--- src/hw/rtl/gbc_pkg.sv ---
// gbc_pkg: shared types and constants for the 1bpp clipped glyph blitter
// used by gbc_issue and glyph_blit_1bpp_clipped_top; no dependencies
package gbc_pkg;

  localparam int OP_W    = 2;
  localparam int POS_W   = 11;
  localparam int GDIM_W  = 7;
  localparam int BYTE_W  = 8;
  localparam int RADDR_W = 15;
  localparam int DIM_W   = 10;
  localparam int CRD_W   = 12;
  localparam int CFG_IDX_W = 1;

  typedef enum logic [OP_W-1:0] {
    OP_START = 2'd0,
    OP_BYTE  = 2'd1,
    OP_READ  = 2'd2
  } op_t;

  localparam logic [CFG_IDX_W-1:0] REG_SCREEN_WIDTH  = 1'b0;
  localparam logic [CFG_IDX_W-1:0] REG_SCREEN_HEIGHT = 1'b1;

  typedef enum logic {
    UOP_RMW  = 1'b0,
    UOP_READ = 1'b1
  } uop_kind_t;

  typedef struct packed {
    uop_kind_t         kind;
    logic              oob;
    logic              pen;
    logic [BYTE_W-1:0] mask;
    logic [BYTE_W-1:0] bits;
  } uop_t;

endpackage

--- src/hw/rtl/gbc_issue.sv ---
// gbc_issue: input words to framebuffer micro-ops (glyph state, clipping, address)
// depends on gbc_pkg; feeds the read-modify-write stage in the top level
module gbc_issue #(
  parameter int MAX_GLYPH_SIZE = 64,
  parameter int MEM_DEPTH = 32768,
  parameter int AW = 15
) (
  input  logic                         clk,
  input  logic                         rst,
  input  logic                         clr_busy,
  input  logic [gbc_pkg::DIM_W-1:0]    scr_w,
  input  logic [gbc_pkg::DIM_W-1:0]    scr_h,
  input  logic [7:0]                   stride,
  input  logic                         in_valid,
  output logic                         in_ready,
  input  logic [gbc_pkg::OP_W-1:0]     op,
  input  logic [gbc_pkg::POS_W-1:0]    origin_x,
  input  logic [gbc_pkg::POS_W-1:0]    origin_y,
  input  logic [gbc_pkg::GDIM_W-1:0]   glyph_width,
  input  logic [gbc_pkg::GDIM_W-1:0]   glyph_height,
  input  logic                         pen_color,
  input  logic [gbc_pkg::BYTE_W-1:0]   bitmap_byte,
  input  logic [gbc_pkg::RADDR_W-1:0]  read_address,
  output logic                         uop_valid,
  input  logic                         uop_ready,
  output gbc_pkg::uop_t                uop,
  output logic [AW-1:0]                uop_addr
);
  import gbc_pkg::*;

  logic [POS_W-1:0]  glyph_left, glyph_top;
  logic [GDIM_W-1:0] glyph_cols, glyph_rows, current_row;
  logic [3:0]        byte_in_row;
  logic              pen_bit;

  logic              accept, active, byte_last, load1;
  logic [4:0]        per_row;
  logic [GDIM_W-1:0] col_base;
  logic [7:0]        cmask;
  logic signed [CRD_W-1:0] y_next, x_next;

  logic              s1_v, s1_read, s1_pen, s1_move;
  logic signed [CRD_W-1:0] s1_y, s1_x;
  logic [7:0]        s1_cmask, s1_bits;
  logic [RADDR_W-1:0] s1_raddr;
  logic [17:0]       prod;

  logic              s2_v, s2_read, s2_pen, s2_oob, s2_row_ok, s2_phase, s2_done;
  logic [AW-1:0]     s2_row_base;
  logic signed [8:0] s2_q;
  logic [15:0]       s2_wmask, s2_wbits;

  logic signed [8:0] c;
  logic              c_ok, at_edge, need_b;
  logic [7:0]        emask, bmask, bbits;

  assign per_row   = 5'((8'(glyph_cols) + 8'd7) >> 3);
  assign active    = (per_row != 5'd0) && (current_row < glyph_rows);
  assign byte_last = (5'(byte_in_row) + 5'd1) >= per_row;
  assign accept    = in_valid && in_ready;
  assign load1     = accept && ((op == OP_READ) || ((op == OP_BYTE) && active));

  assign col_base = {byte_in_row, 3'b000};
  always_comb begin
    for (int i = 0; i < 8; i++) begin
      cmask[7-i] = (col_base + GDIM_W'(i)) < glyph_cols;
    end
  end
  assign y_next = $signed({glyph_top[POS_W-1], glyph_top}) + $signed({5'b0, current_row});
  assign x_next = $signed({glyph_left[POS_W-1], glyph_left}) + $signed({5'b0, col_base});

  assign s1_move  = s1_v && (!s2_v || s2_done);
  assign in_ready = !clr_busy && (!s1_v || s1_move);

  // glyph state
  always_ff @(posedge clk) begin
    if (rst) begin
      glyph_left  <= '0;
      glyph_top   <= '0;
      glyph_cols  <= '0;
      glyph_rows  <= '0;
      pen_bit     <= 1'b0;
      current_row <= '0;
      byte_in_row <= '0;
    end else if (accept) begin
      case (op)
        OP_START: begin
          glyph_left  <= origin_x;
          glyph_top   <= origin_y;
          glyph_cols  <= (8'(glyph_width) > 8'(MAX_GLYPH_SIZE)) ?
                         GDIM_W'(MAX_GLYPH_SIZE) : glyph_width;
          glyph_rows  <= (8'(glyph_height) > 8'(MAX_GLYPH_SIZE)) ?
                         GDIM_W'(MAX_GLYPH_SIZE) : glyph_height;
          pen_bit     <= pen_color;
          current_row <= '0;
          byte_in_row <= '0;
        end
        OP_BYTE: begin
          if (active) begin
            if (byte_last) begin
              byte_in_row <= '0;
              current_row <= current_row + GDIM_W'(1);
            end else begin
              byte_in_row <= byte_in_row + 4'd1;
            end
          end
        end
        default: begin
        end
      endcase
    end
  end

  // stage 1: pixel coordinates and column mask
  always_ff @(posedge clk) begin
    if (rst) begin
      s1_v <= 1'b0;
    end else if (!s1_v || s1_move) begin
      s1_v <= load1;
    end
  end

  always_ff @(posedge clk) begin
    if ((!s1_v || s1_move) && load1) begin
      s1_read  <= (op == OP_READ);
      s1_y     <= y_next;
      s1_x     <= x_next;
      s1_cmask <= cmask;
      s1_bits  <= bitmap_byte;
      s1_pen   <= pen_bit;
      s1_raddr <= read_address;
    end
  end

  // stage 2: row address and bit window, then one or two micro-ops
  assign prod = 18'(s1_y[9:0]) * 18'(stride);

  always_ff @(posedge clk) begin
    if (rst) begin
      s2_v     <= 1'b0;
      s2_phase <= 1'b0;
    end else if (s1_move) begin
      s2_v     <= 1'b1;
      s2_phase <= 1'b0;
    end else if (s2_done) begin
      s2_v     <= 1'b0;
      s2_phase <= 1'b0;
    end else if (s2_v && uop_ready) begin
      s2_phase <= 1'b1;
    end
  end

  always_ff @(posedge clk) begin
    if (s1_move) begin
      s2_read     <= s1_read;
      s2_pen      <= s1_pen;
      s2_oob      <= 32'(s1_raddr) >= 32'(MEM_DEPTH);
      s2_row_ok   <= !s1_y[CRD_W-1] && (s1_y[10:0] < {1'b0, scr_h});
      s2_row_base <= s1_read ? AW'(s1_raddr) : AW'(prod);
      s2_q        <= s1_x[CRD_W-1:3];
      s2_wmask    <= {s1_cmask, 8'h00} >> s1_x[2:0];
      s2_wbits    <= {s1_bits, 8'h00} >> s1_x[2:0];
    end
  end

  assign c       = s2_phase ? (s2_q + 9'sd1) : s2_q;
  assign c_ok    = !c[8] && (c[7:0] < stride);
  assign at_edge = (c[7:0] == (stride - 8'd1)) && (scr_w[2:0] != 3'd0);
  assign emask   = at_edge ? ~(8'hff >> scr_w[2:0]) : 8'hff;
  assign bmask   = s2_phase ? s2_wmask[7:0] : s2_wmask[15:8];
  assign bbits   = s2_phase ? s2_wbits[7:0] : s2_wbits[15:8];
  assign need_b  = |s2_wmask[7:0];
  assign s2_done = s2_v && uop_ready && (s2_read || s2_phase || !need_b);

  always_comb begin
    uop.kind = s2_read ? UOP_READ : UOP_RMW;
    uop.oob  = s2_oob;
    uop.pen  = s2_pen;
    uop.mask = (!s2_read && s2_row_ok && c_ok) ? (bmask & emask) : 8'h00;
    uop.bits = bbits;
  end

  assign uop_addr  = s2_read ? s2_row_base : (s2_row_base + AW'(c[7:0]));
  assign uop_valid = s2_v;

endmodule

--- config.mk ---
export PLATFORM = sky130hd
export DESIGN_NAME = gbc_issue
export DESIGN_NICKNAME = d
export VERILOG_FILES = /design/src/hw/rtl/gbc_pkg.sv /design/src/hw/rtl/gbc_issue.sv
export SDC_FILE = /design/constraint.sdc
export NUM_CORES = 1
export LEC_CHECK = 0
export BUFFER_PORTS_ARGS = -buffer_cell sky130_fd_sc_hd__buf_4
export CAP_MARGIN = 40
export CORE_MARGIN = 5
export CORE_UTILIZATION = 52
export DETAILED_ROUTE_END_ITERATION = 10
export PLACE_DENSITY = 0.83
export SLEW_MARGIN = 20
export SYNTH_ARGS = -nofsm -noshare
export SYNTH_HDL_FRONTEND = slang
export SYNTH_SLANG_ARGS = --single-unit
--- constraint.sdc ---
create_clock -name clk -period 9.5 [get_ports clk]
set_input_delay 1.425 -clock clk [delete_from_list [all_inputs] [get_ports clk]]
set_output_delay 1.425 -clock clk [all_outputs]
set_load 0.005 [all_outputs]
==> results by group, run 1 <==
Global routing
  • Overflow after GRT: 0
  • Initial antenna violation count: 0
  • Vias in the first global route: roughly 8,400
  • First-pass GRT wire length: 39,500 um
  • Largest net degree at the start of global routing: between 50 and 60
  • GRT Util Overall: 0.196

Logic synthesis
  • Number of synthesized flops with an enable pin: about 110
  • Post-synthesis sequential element count: 165
  • Post-synth top flop: edfxtp_1
  • Yosys cell types: between 60 and 70
  • Top cells by count, synth: 148 x nand2_1, 120 x inv_1, 114 x edfxtp_1
  • Post-synth top area share: 0.303
  • Register area share after synthesis: 0.393
  • Top post-synthesis cells by area: edfxtp_1 30%, ha_1 9.2%, dfxtp_1 9.0%
  • Post-synth top area cell: edfxtp_1
  • Synth Area per Inst: 9.91 um2
  • Syn_nets: 1,369
  • Ys Warns: 0
  • Synth Instances: approximately 1,100
  • Mapped Area: between 10,000 and 15,000 um2
  • Async set-reset flop share out of synthesis: 0
  • Most common cell in the netlist: nand2_1

Layout
  • Layout cells sized above 1: 0.155
  • Area Growth Syn to Fin: 15.7%
  • Reg area: roughly 4400 um2
  • Post-layout nets: between 1,000 and 1,500
  • Final Non-Filler Cells: roughly 1,500
  • ANT cells: 0
  • Footprint of the multi-input gates: roughly 6300 um2
  • # fillers: about 1,700

Outcome
  • Status: completed

Setup path
  • Critical path launch point type: input pin
  • Critical path fanouts, max: 13
  • Critical path class: input pin to flip-flop
  • Reg2reg path depth: 13
  • CP Data Required Time: ~9.7 ns
  • RR Startpoint: s1_y[1]
  • Worst EP arrival: 5.54 ns
  • Worst reg-to-reg setup slack: 4.65 ns
  • CP endpoint kind: flip-flop
  • R2r endpoint: s2_row_base[14]

Die
  • Row count: between 50 and 60
  • Core area: 21,600 um2
  • Initial Util: 0.523
  • Die Footprint: approximately 25,000 um2
  • I/O pin count: around 130
  • Die height: approximately 160 um
  • Die width: around 160 um

Route
  • Via count: ~8,500
  • DRT antenna net count: 0
  • Drt drc: 0
  • WL per Instance: 15.7 um
  • Vias per cell: 5.52
  • 1st-pass router iterations: 5
  • Final wirelength: ~24,000 um
  • 1st-iter DRT viols: ~570

Power and ir drop
  • Pwr Total: between 1.5 and 2 mW
  • P per Cell Area: about 130 nW/um2
  • Clock share of power: 0.420
  • Net Switching: about 0.43 mW
  • Int Power: approximately 1.2 mW
  • Sw Ratio: 0.260
  • Worst VDD drop: between 0.09 and 0.1 mV
  • Leak pwr: 5.42 nW
  • Combinational power share: 0.110
  • Flop pwr share: 0.470

CTS
  • Maximum buffer depth of the clock tree: 2
  • TritonCTS clock tree: yes
  • Clk slew on worst S/H paths: about 0.07 ns
  • Clk_lat worst skew: around 0.43 ns
  • Sink Count: ~170
  • Post_cts resized: 0
  • Post-CTS setup buffers: 0
  • Total CTS buffers: 17
  • CTS root buf: clkbuf_16
  • CTS Hold Buffers Added: 0
  • H-tree depth reported by CTS: 4

Timing
  • Final Hold Fails: 0
  • Final min period: 5.36 ns
  • Final Skew: 0.0111 ns
  • Fin. max-slew vios: 0
  • Achievable frequency: between 0.15 and 0.2 GHz
  • Worst Tran Pin Value: between 0.7 and 0.8 ns
  • Setup-failing EPs final: 0
  • Final setup TNS: 0 ns
  • Slew margin rel.: 0.479
  • Unrepaired setup endpoints after global routing: false
  • Final Cycle Share: 0.564

Place
  • GPL Wtd Cong: between 0.8 and 0.9
  • Hpwl dp: between 15,000 and 20,000 um
  • Placed insts: 1,505
  • # port buffers: ~120

Run
  • Max Cap Viol: 0

Worst hold path
  • Hold path depth: 0
  • Worst hold path endpoint: s2_q[1]
  • Worst Hold Class: flip-flop to flip-flop
  • Hold path startpoint: s1_x[4]
## worst max-delay path: stages
cell	delay [ns]
buf_4	0.17
and2_1	0.17
fa_1	0.55
fa_1	0.44
fa_1	0.54
inv_1	0.05
fa_1	0.52
inv_1	0.04
ha_1	0.35
and2_1	0.19
a311o_1	0.35
a311oi_1	0.33
xnor2_1	0.13
mux2_2	0.27
## metrics by stage
step | util | area, um2 | setup WS (ns) | hold slack [ns]
final | 0.605 | 13100 | 4.14 | 0.418
after global routing | 0.605 | 13100 | 3.96 | 0.428
after detailed placement | 0.576 | 12500 | 3.70 | 0.405
after floorplan | - | 11300 | 3.86 | 0.400
after CTS | 0.604 | 13100 | 4.15 | 0.420
after global placement | 0.576 | 12500 | 3.73 | 0.401
## power by group through the flow
stage	combinational [mW]	clock [mW]	sequential, mW
floorplan	0.123	0	0.796
global placement	0.177	0	0.799
detailed placement	0.183	0	0.799
CTS	0.184	0.711	0.783
global route	0.208	0.740	0.784
finish	0.184	0.700	0.783
## final cells by class
class | instances | share of cell area
multi-input cells | 813 | 0.478
flip-flops and latches | 165 | 0.340
repair buffers | 128 | 0.0743
inverters | 121 | 0.0347
clock buffers | 18 | 0.0344
well taps | 280 | 0.0268
clock inverters | 14 | 0.0122
## how the worst max path moves through the flow
stage	start	endpoint	slack, ns	cells past startpoint
2_1_floorplan	stride[7]	s2_row_base[14]	3.86	14
3_3_place_gp	stride[7]	s2_row_base[14]	3.73	14
3_5_place_dp	stride[7]	s2_row_base[14]	3.70	14
4_1_cts	stride[7]	s2_row_base[14]	4.15	14
5_1_grt	stride[4]	s2_row_base[14]	3.96	15
6_report	stride[4]	s2_row_base[14]	4.14	14
## per-layer routing
layer | vias to the layer above | GRT usage | wire length (um) | share of wire
li1 | 4160 | - | - | -
met1 | 4057 | 0.252 | 10500 | 0.43
met2 | 235 | 0.334 | 11700 | 0.48
met3 | 46 | 0.0404 | 1490 | 0.062
met4 | 0 | 0.0635 | 504 | 0.021
met5 | - | 0 | 0 | 0
## sequential cells by signal (all words and copies together), names as in the netlist, 4 cells and up
signal       cells
s2_wbits        15
s2_wmask        15
glyph_top       11
glyph_cols       7
byte_in_row      4
s1_y            12
glyph_left      11
s1_raddr        15
glyph_rows       7
s1_bits          8
s1_cmask         8
s1_x            12
s2_row_base     15
s2_q             9
current_row      7
## cells in the final DEF, fill, tap and decap left out, types with 6 or more instances in the layout
cell type,n
a211oi_1,10
a21o_1,13
a21oi_1,69
a311oi_1,6
and2_1,67
and3_1,7
buf_4,126
clkbuf_16,18
dfxtp_1,51
edfxtp_1,114
fa_1,49
ha_1,83
inv_1,120
inv_6,7
mux2_2,19
mux2i_1,20
nand2_1,148
nand2b_1,10
nand3_1,16
nand3b_1,14
nand4_1,10
nor2_1,41
nor2b_1,17
nor3_1,15
o2111ai_1,7
o21ai_0,48
o311ai_0,6
o31ai_1,7
xnor2_1,47
xor2_1,16
## cell families after synthesis
logic type               synth area share
multiplexers                       0.0366
other                            0.000331
AND/OR/NAND/NOR                     0.166
buffers and inverters              0.0564
AO/OA/AOI/OAI                       0.119
adder cells (fa/ha/maj)             0.178
XOR/XNOR                           0.0508
flip-flops                          0.393
(Power assumes the default switching activity.)
==> run 2, diff against run 1 <==
- PLACE_DENSITY: 0.83 -> 0.86
- clock period: 9.5 -> 4.9 ns (I/O delays scaled with it)
==> run 2 against run 1 <==
Effect of this change:
- critical path type is now flip-flop to flip-flop
- clock-buffer cell count is 1 higher
- final cell count is 1.5% higher
- design area is 1.6% higher
- highest routed layer is now met5
- critical endpoint is now s2_row_base[13]
- sequential power is 94% higher
- largest cell class unchanged
- non-clock buffer count is 23 higher
- global-route usage is 1.5 points higher
- via count is 1.6% higher
==> results by group, run 2 (synthesized netlist as in run 1, its figures left out) <==
Setup path
  • CP endpoint kind: flip-flop
  • Most frequent cell on the critical path: fa_1
  • CP Data Required Time: between 5 and 6 ns
  • Critical path fanouts, max: 9
  • CP peak stage delay: roughly 0.56 ns
  • Critical path launch point type: flip-flop
  • CP top delay family: adder cells
  • RR Startpoint: s1_y[2]
  • Buffers plus inverters on the worst setup path: 3
  • R2r endpoint: s2_row_base[13]
  • Critical Path Source: s1_y[2]
  • Worst reg-to-reg setup slack: ~0.17 ns
  • Worst EP arrival: 5.02 ns
  • CP Depth: 14
  • Reg2reg path depth: 14
  • Critical path class: flip-flop to flip-flop
  • Critical-path top delay cell: fa_1
  • Worst-path cell chain: and2_1 > fa_1 > fa_1 > inv_1 > fa_1 > fa_1 > inv_1 > ha_1 > buf_4 > o21ai_1 > a21oi_1 > or4_1 > a311o_1 > nand3_1
  • Critical Path End: s2_row_base[13]

CTS
  • CTS root buf: clkbuf_16
  • CTS Hold Buffers Added: 0
  • Sink Count: 165
  • TritonCTS clock tree: yes
  • H-tree depth reported by CTS: 4
  • Clk_lat worst skew: about 0.44 ns
  • Clk slew on worst S/H paths: around 0.070 ns
  • Total CTS buffers: 17
  • Maximum buffer depth of the clock tree: 2

Layout
  • Reg area: between 4000 and 5000 um2
  • Commonest non-fill, non-tap cell in the layout: nand2_1
  • Final Non-Filler Cells: around 1,600
  • # fillers: 1,671
  • Post-layout nets: 1,496
  • ANT cells: 0
  • Most frequent cells in the layout: 148 x nand2_1, 146 x buf_4, 120 x inv_1
  • Layout cells sized above 1: 0.171
  • Cell area after layout: between 10,000 and 15,000 um2
  • Area Growth Syn to Fin: 17.5%
  • Footprint of the multi-input gates: about 6300 um2

Timing
  • Final Hold Fails: 0
  • Unrepaired setup endpoints after global routing: false
  • Achievable frequency: ~0.21 GHz
  • Setup ws final: about 0.17 ns
  • Setup-failing EPs final: 0
  • Fin. max-slew vios: 0
  • Final Cycle Share: 0.966
  • Final Skew: around 0.011 ns
  • Worst hold slack: between 0.4 and 0.5 ns
  • Slew margin rel.: 0.447
  • Worst Tran Pin Value: roughly 0.83 ns
  • Final min period: roughly 4.7 ns

Power and ir drop
  • Leak pwr: around 5.5 nW
  • Flop pwr share: 0.466
  • P per Cell Area: approximately 240 nW/um2
  • Clock share of power: 0.415
  • Combinational power share: 0.119
  • Worst VDD drop: 0.203 mV
  • Net Switching: roughly 0.85 mW
  • Sw Ratio: 0.260
  • Int Power: about 2.4 mW

Place
  • Setup slack at placement: -0.0667 ns
  • Placed insts: 1,526
  • # port buffers: 122
  • Placed instance area: 12,700 um2
  • Hpwl dp: 18,700 um
  • GPL Wtd Cong: between 0.9 and 1

Worst hold path
  • Hold path startpoint: s1_x[10]
  • Worst Hold Class: flip-flop to flip-flop
  • Hold path depth: 0

Die
  • Die width: ~160 um
  • Initial Util: 0.523
  • Die height: between 150 and 200 um
  • Row count: 54
  • I/O pin count: 131
  • Die Footprint: between 20,000 and 25,000 um2
  • Core area: about 22,000 um2

Run
  • Max Cap Viol: 0

Route
  • Vias per cell: approximately 5.5
  • Drt drc: 0
  • 1st-pass router iterations: 5
  • Final wirelength: ~25,000 um
  • DRT antenna net count: 0
  • 1st-iter DRT viols: between 600 and 700
  • WL per Instance: roughly 16 um
  • Via count: 8,634

Global routing
  • GRT Util Overall: 0.211
  • First-pass GRT wire length: roughly 42,000 um
  • Largest net degree at the start of global routing: 50
  • Initial antenna violation count: 1
  • Overflow after GRT: 0
  • Vias in the first global route: just under 9,000

Outcome
  • Status: completed
==> run 2: how the worst min path moves through the flow <==
stage                     endpoint  slack, ns
after floorplan             s2_pen       0.40
after global placement     s2_q[1]       0.40
after detailed placement   s2_q[6]       0.41
after CTS                  s2_q[7]       0.42
after global routing       s2_q[2]       0.43
final                      s2_q[7]       0.42
==> run 2: stage by stage <==
step | power [mW] | utilization | TNS [ns]
after global placement | 1.91 | 0.582 | -0.0233
after floorplan | 1.78 | - | 0
after CTS | 3.26 | 0.613 | 0
after detailed placement | 1.93 | 0.585 | -0.192
final | 3.25 | 0.615 | 0
after global routing | 3.39 | 0.615 | 0
==> run 2: final cells by class <==
class	instances	share of cell area
Clock inverter	13	0.0104
Sequential cell	165	0.334
Tap cell	280	0.0264
Clock buffer	19	0.0349
Inverter	121	0.0342
Timing Repair Buffer	151	0.0887
Multi-Input combinational cell	813	0.471
==> run 2: worst reg2reg max path, stage by stage, from the launching register on <==
cell and delay [ns]:
edfxtp_1 0.54, and2_1 0.25, fa_1 0.42, fa_1 0.54, inv_1 0.05, fa_1 0.46, fa_1 0.56, inv_1 0.05
ha_1 0.30, buf_4 0.14, o21ai_1 0.11, a21oi_1 0.14, or4_1 0.55, a311o_1 0.38, nand3_1 0.10
==> run 2: repair_timing <==
action                                  4_1_cts  5_1_grt
buffers inserted                              0        3
endpoints found under the setup margin        0        4
gates resized for setup                       0        1
==> run 2: routing by layer <==
layer | GRT usage | wire length (um)
met1 | 0.266 | 10600
met2 | 0.371 | 12800
met3 | 0.0454 | 1640
met4 | 0.0545 | 357
met5 | 0 | 13
==> run 2: power by group through the flow <==
stage	clock network, mW	registers, mW	logic, mW
final	1.35	1.52	0.387
after global routing	1.43	1.52	0.433
after CTS	1.36	1.52	0.385
after detailed placement	0	1.55	0.379
after global placement	0	1.55	0.362
after floorplan	0	1.54	0.239
